$ cat src/hw/rtl/bounded_stack_with_search_macros.svh
// Assertion macros for the bounded stack with search.
// Taken in by the top level; no other dependencies.
`ifndef BOUNDED_STACK_WITH_SEARCH_MACROS_SVH
`define BOUNDED_STACK_WITH_SEARCH_MACROS_SVH

// Same-cycle implication, disabled while reset is held
`define BSS_ASSERT_SAME(label, clk, rst_n, ante, cons) \
    label: assert property (@(posedge clk) disable iff (!(rst_n)) (ante) |-> (cons)) \
        else $error("stack assertion failed");

// Next-cycle implication, disabled while reset is held
`define BSS_ASSERT_NEXT(label, clk, rst_n, ante, cons) \
    label: assert property (@(posedge clk) disable iff (!(rst_n)) (ante) |=> (cons)) \
        else $error("stack assertion failed");

`endif

$ cat src/hw/rtl/bss_pkg.sv
// Shared types and codes for the bounded stack with search.
// No dependencies.
package bss_pkg;

    localparam int OP_W   = 3;
    localparam int DATA_W = 32;
    localparam int ST_W   = 2;
    localparam int IDX_W  = 8;
    localparam int CNT_W  = 9;
    localparam int CAP_W  = 9;

    localparam logic [CAP_W-1:0] CAP_RESET = 9'd256;

    localparam logic [OP_W-1:0] OP_PUSH   = 3'd0;
    localparam logic [OP_W-1:0] OP_POP    = 3'd1;
    localparam logic [OP_W-1:0] OP_PEEK   = 3'd2;
    localparam logic [OP_W-1:0] OP_CLEAR  = 3'd3;
    localparam logic [OP_W-1:0] OP_SEARCH = 3'd4;

    localparam logic [ST_W-1:0] ST_OK       = 2'd0;
    localparam logic [ST_W-1:0] ST_FULL     = 2'd1;
    localparam logic [ST_W-1:0] ST_EMPTY    = 2'd2;
    localparam logic [ST_W-1:0] ST_NOTFOUND = 2'd3;

    typedef enum logic [1:0] {
        SEL_IMM,
        SEL_READ,
        SEL_SCAN
    } t_res_sel;

    typedef struct packed {
        logic     in_ready;
        logic     scan_step;
        logic     load_out;
        t_res_sel sel;
    } t_ctl_cmd;

    typedef struct packed {
        logic req_valid;
        logic out_free;
        logic need_read;
        logic need_scan;
        logic hit;
        logic last;
    } t_dp_status;

endpackage

$ cat src/hw/rtl/bss_controller.sv
// Controller: sequences accept, memory read, search scan and result load.
// Depends on bss_pkg.
module bss_controller (
    input  logic                 i_clk,
    input  logic                 i_rst_n,
    input  bss_pkg::t_dp_status  i_status,
    output bss_pkg::t_ctl_cmd    o_cmd
);

    typedef enum logic [1:0] {
        S_IDLE,
        S_READ,
        S_SCAN
    } t_state;

    t_state r_state, n_state;
    logic   accept;

    assign accept = (r_state == S_IDLE) && i_status.out_free && i_status.req_valid;

    always_comb begin
        n_state         = r_state;
        o_cmd.in_ready  = 1'b0;
        o_cmd.scan_step = 1'b0;
        o_cmd.load_out  = 1'b0;
        o_cmd.sel       = bss_pkg::SEL_IMM;
        unique case (r_state)
            S_IDLE: begin
                o_cmd.in_ready = i_status.out_free;
                if (accept) begin
                    if (i_status.need_read) begin
                        n_state = S_READ;
                    end else if (i_status.need_scan) begin
                        n_state = S_SCAN;
                    end else begin
                        o_cmd.load_out = 1'b1;
                    end
                end
            end
            S_READ: begin
                o_cmd.sel = bss_pkg::SEL_READ;
                if (i_status.out_free) begin
                    o_cmd.load_out = 1'b1;
                    n_state        = S_IDLE;
                end
            end
            S_SCAN: begin
                o_cmd.sel = bss_pkg::SEL_SCAN;
                if (i_status.hit || i_status.last) begin
                    if (i_status.out_free) begin
                        o_cmd.load_out = 1'b1;
                        n_state        = S_IDLE;
                    end
                end else begin
                    o_cmd.scan_step = 1'b1;
                end
            end
            default: begin
                n_state = S_IDLE;
            end
        endcase
    end

    always_ff @(posedge i_clk) begin
        if (!i_rst_n) begin
            r_state <= S_IDLE;
        end else begin
            r_state <= n_state;
        end
    end

endmodule
$ cat config.mk
export PLATFORM = sky130hd
export DESIGN_NAME = bss_controller
export DESIGN_NICKNAME = d
export VERILOG_FILES = /design/src/hw/rtl/bounded_stack_with_search_macros.svh /design/src/hw/rtl/bss_pkg.sv /design/src/hw/rtl/bss_controller.sv
export SDC_FILE = /design/constraint.sdc
export NUM_CORES = 1
export LEC_CHECK = 0
export ABC_AREA = 1
export BUFFER_PORTS_ARGS = -buffer_cell sky130_fd_sc_hd__buf_2
export CAP_MARGIN = 20
export CORE_AREA = 2 2 39 41
export CTS_CLUSTER_SIZE = 14
export DETAILED_ROUTE_END_ITERATION = 16
export DIE_AREA = 0 0 41 43
export MAX_ROUTING_LAYER = met4
export PLACE_DENSITY = 0.41
export SLEW_MARGIN = 20
export SYNTH_ARGS = -nofsm -noshare
export SYNTH_HDL_FRONTEND = slang
export SYNTH_SLANG_ARGS = --single-unit
$ cat constraint.sdc
create_clock -name i_clk -period 3.2 [get_ports i_clk]
set_input_delay 0.48 -clock i_clk [delete_from_list [all_inputs] [get_ports i_clk]]
set_output_delay 0.48 -clock i_clk [all_outputs]
set_load 0.03 [all_outputs]
# Word level (Yosys, flattened, before mapping)
# Cells that the tools add are included.
[totals]
word_cells = 27
output_inout_bits = 5
regBits = 2
[classes]
n_reduce_logical = 5
n_mux = 16
eq_ne = 5
[op_table]
columns = ["operator", "count"]
rows = [
  ["2-bit two-way mux", 5],
  ["1-bit two-way mux", 8],
  ["2-bit case mux with 3 select lines", 1],
  ["2-bit inequality test (second input constant)", 2],
  ["2-bit case mux with 2 select lines", 1],
  ["3-bit inequality test (second input constant)", 1],
  ["1-bit case mux with 3 select lines", 1],
  ["3-bit AND reduction", 1],
  ["2-bit by 1-bit == test with 1-bit output (second input constant)", 1],
  ["2-bit == test (second input constant)", 1],
  ["1-bit logical AND", 2],
  ["2-bit logical NOT", 1],
  ["1-bit logical OR", 1],
]

# Longest topological paths before layout
# Gate-level depths: netlist (run 1).
[logic_depth]
depth_word = 5
depth_mapped = 9
mapped_depth_nobuf = 9

# Worst setup path before layout (run 1)
# No wires, ideal clock.
[synth_path]
kind = "register to output"
start = "register r_state[0]"
end = "output port o_cmd[2] (netlist name)"
path_buffers = 0
required_ps = 2720
arrival_time_ps = 1204
setup_slack_ps = 1516
path_stages_with_launch = 7
path_cell_list = "dfxtp_1 > inv_1 > ha_1 > nand3_1 > nand2_1 > o21bai_1 > inv_1"
[synth_lines]
columns = ["element", "line_no", "text"]
rows = [
  ["start, declared", "bss_controller.sv:16", "t_state r_state, n_state;"],
  ["start signal, assigned", "bss_controller.sv:68", "r_state <= n_state;"],
  ["end, declared", "bss_controller.sv:7", "output bss_pkg::t_ctl_cmd o_cmd"],
]

==> summary.txt, run 1 <==
Status
  • Status: complete, no violations

Setup path
  • R2R depth: 8
  • CP Data Arrival Time: 1.49 ns
  • R2R setup slack: 1.87 ns
  • Max incr delay on CP: 0.33 ns
  • CP top delay family: buffers and inverters
  • Reg2reg start: r_state[0]
  • WP buf/inv: 3
  • Worst Setup EP: o_cmd[2]
  • Crit-path cells: inv_1, ha_1, nand3_2, nor2_1, o21bai_1, inv_1, buf_2
  • Slowest cell on crit path: dfxtp_1
  • Crit start category: register
  • Setup Crit Path Kind: register to output port
  • Critical path fanouts, max: 7
  • Crit. End Element: output port
  • CP Depth: 7
  • CP required: 2.72 ns
  • Launch point of the critical path: r_state[1]
  • Most frequent CP cell: inv_1
  • R2r endpoint: r_state[0]

Placement
  • DPL Wire Length: 504 microns
  • Pre-CTS setup slack: 1.44 ns
  • Number of port buffers: 12
  • Routability cong.: 0.659

GRT
  • First-pass GRT wire length: 917 microns
  • Grt total ovfl: 0
  • Pin count of the biggest net entering global routing: 8
  • Initial antenna violation count: 0
  • Vias in the first global route: 278
  • Global Route Usage Sum: 0.0821

Cells and area
  • Area Growth Syn to Fin: 37.8%
  • Biggest register: r_state
  • Register area: 40.0 sq um
  • Final design utilization: 0.270
  • Filler cells: 170
  • Largest register FFs: 2
  • Most frequent cells in the layout: nand2_1 (12), buf_2 (12), inv_1 (10), nor2_1 (10), ha_1 (5)
  • Area of the multi-input gates: 194 sq um
  • Largest regs: r_state (2)
  • Layout cells sized above 1: 0.274
  • Final nets: 77
  • Diodes inserted: 0

Timing
  • Setup TNS: 0 ns
  • Final setup fails: 0
  • Final Slew Violations: 0
  • Period Utilization, post-route: 0.615
  • Fin Clk Skew: 0.000412 ns
  • Maximum clock rate: 0.508 GHz
  • Final hold vios: 0
  • RSZ-0062 raised after global routing: false
  • Worst relative slew slack: 0.840
  • Final worst slack: 1.23 ns
  • Clock period minus worst slack: 1.97 ns
  • Worst-Margin Slew: 0.239 ns

Floorplan
  • Core ar.: 1380 sq um
  • Die footprint: 1760 sq um
  • Die X: 41 microns
  • Rows: 14
  • IO Pins: 13
  • Die height: 43 microns
  • Initial Util: 0.196

Synthesis
  • Yosys warning total: 0
  • Mean area per synthesized cell: 5.78 sq um
  • Mapped Area: 272 sq um
  • Register area share after synthesis: 0.147
  • Library cells used by synthesis: 10
  • Syn nets: 60
  • Post-synthesis register bit count: 2
  • Syn Inst Count: 47

Clock tree
  • Clk sinks: 2
  • CTS Root Cell: clkbuf_4
  • CTS tree: done
  • Max Buffers Root-to-Sink: 2
  • Post-CTS Setup Inserts: 0
  • # hold bufs at CTS: 0
  • Reg clk slew, reported paths: 0.03 ns
  • CTS resizes: 0
  • H-tree depth: 1
  • Num CTS Buffers: 3
  • Clock Latency Late Sink: 0.22 ns

Power and ir drop
  • Standby leakage power: 0.242 nW
  • Pwr/cell area: 765 nW/um^2
  • IR Drop Worst-Case VDD: 0.238 mV

Run
  • Max Cap Viol: 0

Detailed routing
  • Detailed Route WL: 582 microns
  • DRC: 0
  • Via count: 311
  • 1st-iter DRT viols: 6
  • Routed Antenna Nets: 0
  • WL per Instance: 7.46 microns
  • Total iterations of the first detailed-routing run: 4
  • Average vias per placed instance: 3.99

Hold path
  • Hold Path Class: input pin to register
[Yosys cell counts]
master / number / share of area
ha_1: 5 / 0.23
nand3_1: 3 / 0.055
inv_1: 10 / 0.14
a21oi_1: 2 / 0.037
nor2_2: 1 / 0.023
dfxtp_1: 2 / 0.15
o21bai_1: 1 / 0.028
nand2_1: 12 / 0.17
nor2_1: 10 / 0.14
nand3_2: 1 / 0.037
[final cells by class]
class,count,area share
Multi-Input combinational cell,35,0.518
Timing Repair Buffer,12,0.161
Sequential cell,2,0.107
Inverter,10,0.100
Clock buffer,3,0.0602
Tap cell,16,0.0535
[worst register-to-register path, cell delays in order, from the launching register on]
cell     delay [ns]
dfxtp_1        0.39
inv_1          0.08
ha_1           0.29
inv_1          0.05
nor2_1         0.04
a21oi_1        0.16
nand3_1        0.10
nand2_1        0.08
nor2_1         0.04
[worst min path at each step]
stage	from	end	slack [ns]	depth (start not counted)
floorplan	r_state[1]	r_state[1]	0.50	2
global placement	r_state[1]	r_state[1]	0.53	2
detailed placement	r_state[1]	r_state[1]	0.52	2
CTS	i_rst_n	r_state[1]	0.50	3
global route	i_rst_n	r_state[1]	0.51	3
finish	i_rst_n	r_state[1]	0.50	3
[per-stage QoR]
stage | instance area [sq um] | hold WS (ns) | total power, mW | cells
3_3_place_gp | 352 | 0.531 | 0.238 | 75
3_5_place_dp | 352 | 0.521 | 0.235 | 75
4_1_cts | 374 | 0.495 | 0.295 | 78
6_report | 374 | 0.502 | 0.286 | 78
2_1_floorplan | 272 | 0.497 | 0.195 | 47
5_1_grt | 374 | 0.506 | 0.324 | 78
[kinds of logic after synthesis]
logic type	Yosys count	synth area share
AND/OR/NAND/NOR	27	0.419
flip-flops	2	0.147
buffers and inverters	10	0.138
adder cells (fa/ha/maj)	5	0.230
AO/OA/AOI/OAI	3	0.0645
[metal layers]
layer | vias up | global-route usage | routed length, microns
met1 | 130 | 0.0764 | 234
met5 | - | - | 0
met3 | 2 | 0.0157 | 55
li1 | 170 | - | -
met4 | 0 | 0.100 | 5
met2 | 9 | 0.119 | 288
[power by group]
group / leakage, nW / switching, mW / internal (mW)
sequential: 0.0165 / 0.0102 / 0.0344
combinational: 0.211 / 0.123 / 0.0639
clock: 0.0138 / 0.0137 / 0.0413
Power figures use the tool's default switching activity.
==> run 2, diff against run 1 <==
--- a/config.mk
+++ b/config.mk
@@ -5,7 +5,7 @@
 export SDC_FILE = /design/constraint.sdc
 export NUM_CORES = 1
 export LEC_CHECK = 0
-export ABC_AREA = 1
+export ABC_AREA = 0
 export BUFFER_PORTS_ARGS = -buffer_cell sky130_fd_sc_hd__buf_2
 export CAP_MARGIN = 20
 export CORE_AREA = 2 2 39 41
@@ -13,7 +13,7 @@
 export DETAILED_ROUTE_END_ITERATION = 16
 export DIE_AREA = 0 0 41 43
 export MAX_ROUTING_LAYER = met4
-export PLACE_DENSITY = 0.41
+export PLACE_DENSITY = 0.37
 export SLEW_MARGIN = 20
 export SYNTH_ARGS = -nofsm -noshare
 export SYNTH_HDL_FRONTEND = slang
==> constraint.sdc (replaced) <==
create_clock -name i_clk -period 2 [get_ports i_clk]
set_input_delay 0.3 -clock i_clk [delete_from_list [all_inputs] [get_ports i_clk]]
set_output_delay 0.3 -clock i_clk [all_outputs]
set_load 0.03 [all_outputs]
==> summary.txt, run 2 <==
Status
  • Status: complete, no violations

Synthesis
  • Register area share after synthesis: 0.181 (+0.0333)
  • Yosys warning total: 0 (unchanged)
  • Post-synthesis register bit count: 2 (unchanged)
  • Post-synth top area share: 0.282 (+0.0521)
  • Post-synth ARST share: 0 (unchanged)
  • Syn nets: 37 (-38%)
  • Library cells used by synthesis: 14 (+4)
  • Commonest cells post-synth: ha_1 (5), nor3b_1 (3)
  • Syn Inst Count: 24 (-49%)
  • Primary FF master, synth: dfxtp_1
  • Area leader, netlist: ha_1
  • Synth top area cells: ha_1 (28%), dfxtp_1 (18%), nor3b_1 (10%), mux2i_1 (9.0%), or4_4 (5.1%)
  • Top-count cell post-synth: ha_1
  • Mapped Area: 221 sq um (-18%)
  • Post-synth EDFFs: 0 (unchanged)
  • Mean area per synthesized cell: 9.23 sq um (+60%)

Cells and area
  • Commonest non-fill, non-tap cell in the layout: buf_2
  • Filler cells: 155 (-8.8%)
  • Final nets: 54 (-30%)
  • Most frequent cells in the layout: buf_2 (11), ha_1 (4), clkbuf_4 (4)
  • Area Growth Syn to Fin: 60.5%
  • Layout Cells excl Fill: 55 (-29%)
  • Final design utilization: 0.257 (-0.0136)
  • Biggest register: r_state
  • Largest register FFs: 2 (unchanged)
  • Largest regs: r_state (2)
  • Diodes inserted: 0 (unchanged)
  • Layout cells sized above 1: 0.564 (+0.290)

Clock tree
  • Reg clk slew, reported paths: 0.03 ns (about the same)
  • Max Buffers Root-to-Sink: 2 (unchanged)
  • H-tree depth: 1 (unchanged)
  • CTS tree: done
  • # hold bufs at CTS: 0 (unchanged)
  • CTS Root Cell: clkbuf_4
  • Clk sinks: 2 (unchanged)
  • Post-CTS Setup Inserts: 0 (unchanged)
  • Clock Latency Late Sink: 0.22 ns (about the same)
  • Num CTS Buffers: 3 (unchanged)

Detailed routing
  • DR WL met3: 73 microns (+33%)
  • Met1 WL: 246 microns (+5.1%)
  • Total iterations of the first detailed-routing run: 2 (-2)
  • Via count: 229 (-26%)
  • Met2 WL: 202 microns (-30%)
  • Highest metal used: met3
  • Routed Antenna Nets: 0 (unchanged)
  • Detailed Route WL: 522 microns (-10%)
  • Average vias per placed instance: 4.16 (+4.4%)
  • 1st-iter DRT viols: 3 (-3)
  • DRC: 0 (unchanged)
  • WL per Instance: 9.49 microns (+27%)

Setup path
  • CP required: 1.70 ns (-1.02 ns)
  • R2r endpoint: r_state[1]
  • Crit start category: register
  • Launch point of the critical path: r_state[0]
  • Critical path fanouts, max: 6 (-1)
  • CP Data Arrival Time: 1.58 ns (+0.09 ns)
  • Crit. End Element: output port
  • Reg2reg start: r_state[0]
  • R2R depth: 5 (-3)
  • R2R setup slack: 0.33 ns (-1.54 ns)
  • Setup Crit Path Kind: register to output port

Placement
  • DPL Wire Length: 443 microns (-12%)
  • Routability cong.: 0.610 (-7.5%)
  • Dpl cells: 52 (-31%)
  • Number of port buffers: 12 (unchanged)

GRT
  • First-pass GRT wire length: 862 microns (-6.0%)
  • Vias in the first global route: 230 (-17%)
  • Initial antenna violation count: 0 (unchanged)
  • Global Route Usage Sum: 0.0790 (-0.00308)
  • Grt total ovfl: 0 (unchanged)
  • Pin count of the biggest net entering global routing: 7 (-1)

Timing
  • Setup TNS: 0 ns (unchanged)
  • Clock period minus worst slack: 1.88 ns
  • Fin Clk Skew: 0.00404 ns (+0.00363 ns)
  • Hold slack: 0.373 ns (-0.129 ns)
  • Final Slew Violations: 0 (unchanged)
  • Worst relative slew slack: 0.866 (+0.0257)
  • Period Utilization, post-route: 0.940
  • Worst-Margin Slew: 0.200 ns (-0.0389 ns)
  • Maximum clock rate: 0.532 GHz
  • Final setup fails: 0 (unchanged)
  • RSZ-0062 raised after global routing: false
  • Final hold vios: 0 (unchanged)

Run
  • Max Cap Viol: 0 (unchanged)

Floorplan
  • Die X: 41 microns (unchanged)
  • Initial Util: 0.160 (-0.0362)
  • Core ar.: 1380 sq um (unchanged)
  • IO Pins: 13 (unchanged)
  • Rows: 14 (unchanged)
  • Die footprint: 1760 sq um (unchanged)
  • Die height: 43 microns (unchanged)

Power and ir drop
  • IR Drop Worst-Case VDD: 0.270 mV (+13%)
  • Int Power: 155 uW (+11%)
  • Pwr/cell area: 657 nW/um^2 (-14%)
  • Clk pwr share: 0.375 (+0.183)
  • Flop pwr share: 0.211 (+0.055)
  • Combinational power share: 0.414 (-0.238)
  • Standby leakage power: 0.170 nW (-30%)
  • Switching share of power: 0.335 (-0.177)
  • Switching power: 78.2 uW (-47%)

Hold path
  • Hold Crit Start: i_rst_n
  • Hold path depth: 3 (unchanged)
  • Worst Hold Path EP: r_state[0]
  • Hold Path Class: input pin to register
## run 2: cell count changes in the layout (fill, tap and decap cells not counted), sizes merged, moves of 2 or more
| cell | before | now |
|---|---|---|
| nor3b | 0 | 3 |
| nor2 | 11 | 0 |
| mux2i | 0 | 2 |
| a21oi | 2 | 0 |
| nand2 | 12 | 2 |
| nand3 | 4 | 1 |
| inv | 10 | 2 |
## run 2: cell type report
cell class / count / area [sq um] / share of cell area
clock buffers: 3 / 22.5 / 0.0634
repair buffers: 12 / 62.6 / 0.176
well taps: 16 / 20.0 / 0.0563
inverters: 2 / 7.51 / 0.0211
flip-flops and latches: 2 / 40.0 / 0.113
multi-input cells: 20 / 203 / 0.570
## run 2: kinds of logic (layout without fill, tap and decap cells)
| kind of cell | Yosys count | count (layout) | share of synthesized area |
|---|---|---|---|
| AO/OA/AOI/OAI | 3 | 3 | 0.113 |
| adder cells (fa/ha/maj) | 5 | 5 | 0.282 |
| buffers and inverters | 2 | 17 | 0.0339 |
| flip-flops | 2 | 2 | 0.181 |
| multiplexers | 2 | 2 | 0.0904 |
| AND/OR/NAND/NOR | 10 | 10 | 0.299 |
## run 2: worst max-delay path by stage
stage,end,slack (ns)
after floorplan,r_state[0],0.19
after global placement,o_cmd[2],0.23
after detailed placement,o_cmd[2],0.17
after CTS,o_cmd[2],0.02
after global routing,o_cmd[2],0.003
final,o_cmd[2],0.12
## run 2: routing by layer
| metal | GRT usage | vias to the layer above |
|---|---|---|
| met5 | - | - |
| met4 | 0.0600 | 0 |
| met3 | 0.0471 | 0 |
| met2 | 0.103 | 12 |
| met1 | 0.0828 | 100 |
| li1 | - | 117 |
## run 2: what timing repair did
| item | CTS | global route |
|---|---|---|
| resized for setup | 2 | 3 |
| setup endpoints to repair | 1 | 1 |
| pin swaps | 0 | 0 |
## run 2: metrics by stage
stage / area [sq um] / power, mW / setup slack (ns)
3_5_place_dp: 312 / 0.139 / 0.175
3_3_place_gp: 312 / 0.137 / 0.235
4_1_cts: 344 / 0.236 / 0.0235
2_1_floorplan: 231 / 0.113 / 0.191
5_1_grt: 355 / 0.257 / 0.00292
6_report: 355 / 0.233 / 0.120
## run 2: power by group through the flow
stage          logic [mW]  clock network, mW  registers [mW]
5_1_grt             0.106              0.101          0.0502
4_1_cts            0.0924             0.0946          0.0495
6_report           0.0966             0.0875          0.0492
2_1_floorplan      0.0648                  0          0.0486
3_3_place_gp       0.0872                  0          0.0500
3_5_place_dp       0.0887                  0          0.0499
## run 2: critical path, stage by stage (launching register included)
cell and delay (ns):
dfxtp_1 0.39, inv_1 0.09, ha_2 0.22, nor3b_4 0.16
a211oi_2 0.25, nor3b_2 0.07, clkbuf_4 0.18
==> run 3, diff against run 2 <==
--- a/config.mk
+++ b/config.mk
@@ -8,12 +8,15 @@
 export ABC_AREA = 0
 export BUFFER_PORTS_ARGS = -buffer_cell sky130_fd_sc_hd__buf_2
 export CAP_MARGIN = 20
+export CELL_PAD_IN_SITES_DETAIL_PLACEMENT = 0
+export CELL_PAD_IN_SITES_GLOBAL_PLACEMENT = 1
 export CORE_AREA = 2 2 39 41
+export CTS_CLUSTER_DIAMETER = 30
 export CTS_CLUSTER_SIZE = 14
 export DETAILED_ROUTE_END_ITERATION = 16
 export DIE_AREA = 0 0 41 43
 export MAX_ROUTING_LAYER = met4
-export PLACE_DENSITY = 0.37
+export PLACE_DENSITY = 0.48
 export SLEW_MARGIN = 20
 export SYNTH_ARGS = -nofsm -noshare
 export SYNTH_HDL_FRONTEND = slang
==> summary.txt, run 3 (synthesized netlist as in run 2, its figures left out) <==
Status
  • Status: complete, no violations

Timing
  • Worst-Margin Slew: 0.194 ns (-0.00596 ns)
  • Final hold vios: 0 (unchanged)
  • Period Utilization, post-route: 0.914 (-0.0262)
  • RSZ-0062 raised after global routing: false
  • Setup TNS: 0 ns (unchanged)
  • Fin Clk Skew: 0.00493 ns (+0.000897 ns)
  • Final setup fails: 0 (unchanged)
  • Final Slew Violations: 0 (unchanged)
  • Clock period minus worst slack: 1.83 ns (-0.0523 ns)
  • Hold slack: 0.373 ns (-0.000238 ns)
  • Maximum clock rate: 0.547 GHz (+2.9%)
  • Worst relative slew slack: 0.870 (+0.00398)

GRT
  • Vias in the first global route: 207 (-10%)
  • Grt total ovfl: 0 (unchanged)
  • Pin count of the biggest net entering global routing: 7 (unchanged)
  • Global Route Usage Sum: 0.0749 (-0.00410)
  • First-pass GRT wire length: 800 microns (-7.2%)
  • Initial antenna violation count: 0 (unchanged)

Detailed routing
  • DRC: 0 (unchanged)
  • Detailed Route WL: 553 microns (+5.9%)
  • Routed Antenna Nets: 0 (unchanged)
  • 1st-iter DRT viols: 7 (+4)
  • Total iterations of the first detailed-routing run: 4 (+2)
  • Via count: 235 (+2.6%)
  • WL per Instance: 10.1 microns (+5.9%)
  • Average vias per placed instance: 4.27 (+2.6%)

Setup path
  • Slowest cell on crit path: dfxtp_1
  • R2R depth: 5 (unchanged)
  • CP required: 1.70 ns (about the same)
  • Setup Crit Path Kind: register to output port
  • Critical path fanouts, max: 6 (unchanged)
  • Crit-path cells: inv_1, ha_4, nor3b_4, a211oi_2, nor3b_2, clkbuf_4
  • Launch point of the critical path: r_state[1]
  • R2R setup slack: 0.36 ns (+0.03 ns)
  • Max incr delay on CP: 0.32 ns (-0.07 ns)
  • Crit. End Element: output port
  • Reg2reg start: r_state[0]
  • CP Data Arrival Time: 1.53 ns (-0.05 ns)
  • Crit start category: register
  • R2r endpoint: r_state[0]

Cells and area
  • Final nets: 54 (unchanged)
  • Filler cells: 154 (-0.65%)
  • Register area: 41.3 sq um (+3.1%)
  • Largest register FFs: 2 (unchanged)
  • Diodes inserted: 0 (unchanged)
  • Largest regs: r_state (2)
  • Layout cells sized above 1: 0.590 (+0.0256)
  • Area Growth Syn to Fin: 65.5%
  • Area of the multi-input gates: 213 sq um (+4.9%)
  • Most frequent cells in the layout: buf_2 (11), ha_1 (4), clkbuf_4 (4)
  • Commonest non-fill, non-tap cell in the layout: buf_2
  • Biggest register: r_state

Hold path
  • Hold Crit Start: i_rst_n
  • Hold path depth: 3 (unchanged)
  • Hold Path Class: input pin to register
  • Worst Hold Path EP: r_state[0]

Clock tree
  • CTS tree: done
  • Num CTS Buffers: 3 (unchanged)
  • Max Buffers Root-to-Sink: 2 (unchanged)
  • CTS Root Cell: clkbuf_4
  • H-tree depth: 1 (unchanged)
  • Reg clk slew, reported paths: 0.03 ns (about the same)
  • # hold bufs at CTS: 0 (unchanged)
  • Post-CTS Setup Inserts: 0 (unchanged)
  • Clock Latency Late Sink: 0.22 ns (about the same)
  • Clk sinks: 2 (unchanged)

Floorplan
  • Initial Util: 0.160 (unchanged)
  • Rows: 14 (unchanged)
  • Die height: 43 microns (unchanged)
  • IO Pins: 13 (unchanged)
  • Core ar.: 1380 sq um (unchanged)
  • Die X: 41 microns (unchanged)
  • Die footprint: 1760 sq um (unchanged)

Power and ir drop
  • Pwr/cell area: 653 nW/um^2 (-0.48%)
  • Standby leakage power: 0.173 nW (+1.6%)
  • IR Drop Worst-Case VDD: 0.298 mV (+10%)

Placement
  • DPL Wire Length: 475 microns (+7.2%)
  • Number of port buffers: 12 (unchanged)
  • Routability cong.: 0.571 (-6.3%)

Run
  • Max Cap Viol: 0 (unchanged)
## run 3: cell types whose count changed in the layout (fill, tap and decap cells not counted)
cell / before / now
ha_4: 0 / 1
dfxtp_2: 0 / 1
ha_2: 1 / 0
dfxtp_1: 2 / 1
## run 3: repair_timing
action | in CTS | in global routing
resized for setup | 2 | 5
setup endpoints to repair | 1 | 1
cloned | 0 | 0
## run 3: how the worst max path moves through the flow
stage | end
final | o_cmd[2]
after global routing | o_cmd[2]
after CTS | o_cmd[2]
after detailed placement | o_cmd[2]
after global placement | o_cmd[2]
after floorplan | r_state[0]
## run 3: layout make-up
cell class,count,area share
multi-input cells,20,0.580
repair buffers,12,0.171
flip-flops and latches,2,0.113
clock buffers,3,0.0614
well taps,16,0.0546
inverters,2,0.0205
## run 3: per-stage QoR
stage	instance area (sq um)	total power, mW	utilization	worst slack [ns]	instances
after floorplan	231	0.113	-	0.191	24
after CTS	344	0.236	0.249	0.0182	55
final	367	0.240	0.265	0.172	55
after global routing	367	0.261	0.265	0.0425	55
after detailed placement	312	0.140	0.225	0.190	52
after global placement	312	0.137	0.225	0.271	52
## run 3: power breakdown
part / internal, mW / switching, mW
Clock: 0.0660 / 0.0203
Sequential: 0.0448 / 0.00479
Combinational: 0.0488 / 0.0548
## run 3: worst max-delay path, delay by kind of cell, from the launching register on
| family | cells | cell delay, ns |
|---|---|---|
| simple gates | 2 | 0.36 |
| buf+inv | 2 | 0.34 |
| flops | 1 | 0.32 |
| fa+ha+maj | 1 | 0.18 |
| compound gates | 1 | 0.10 |
## run 3: metal layers
layer,vias up,track usage,wire length (microns)
li1,117,-,-
met5,-,-,0
met2,14,0.100,232
met3,0,0.0471,63
met4,0,0.0400,0
met1,104,0.0828,257
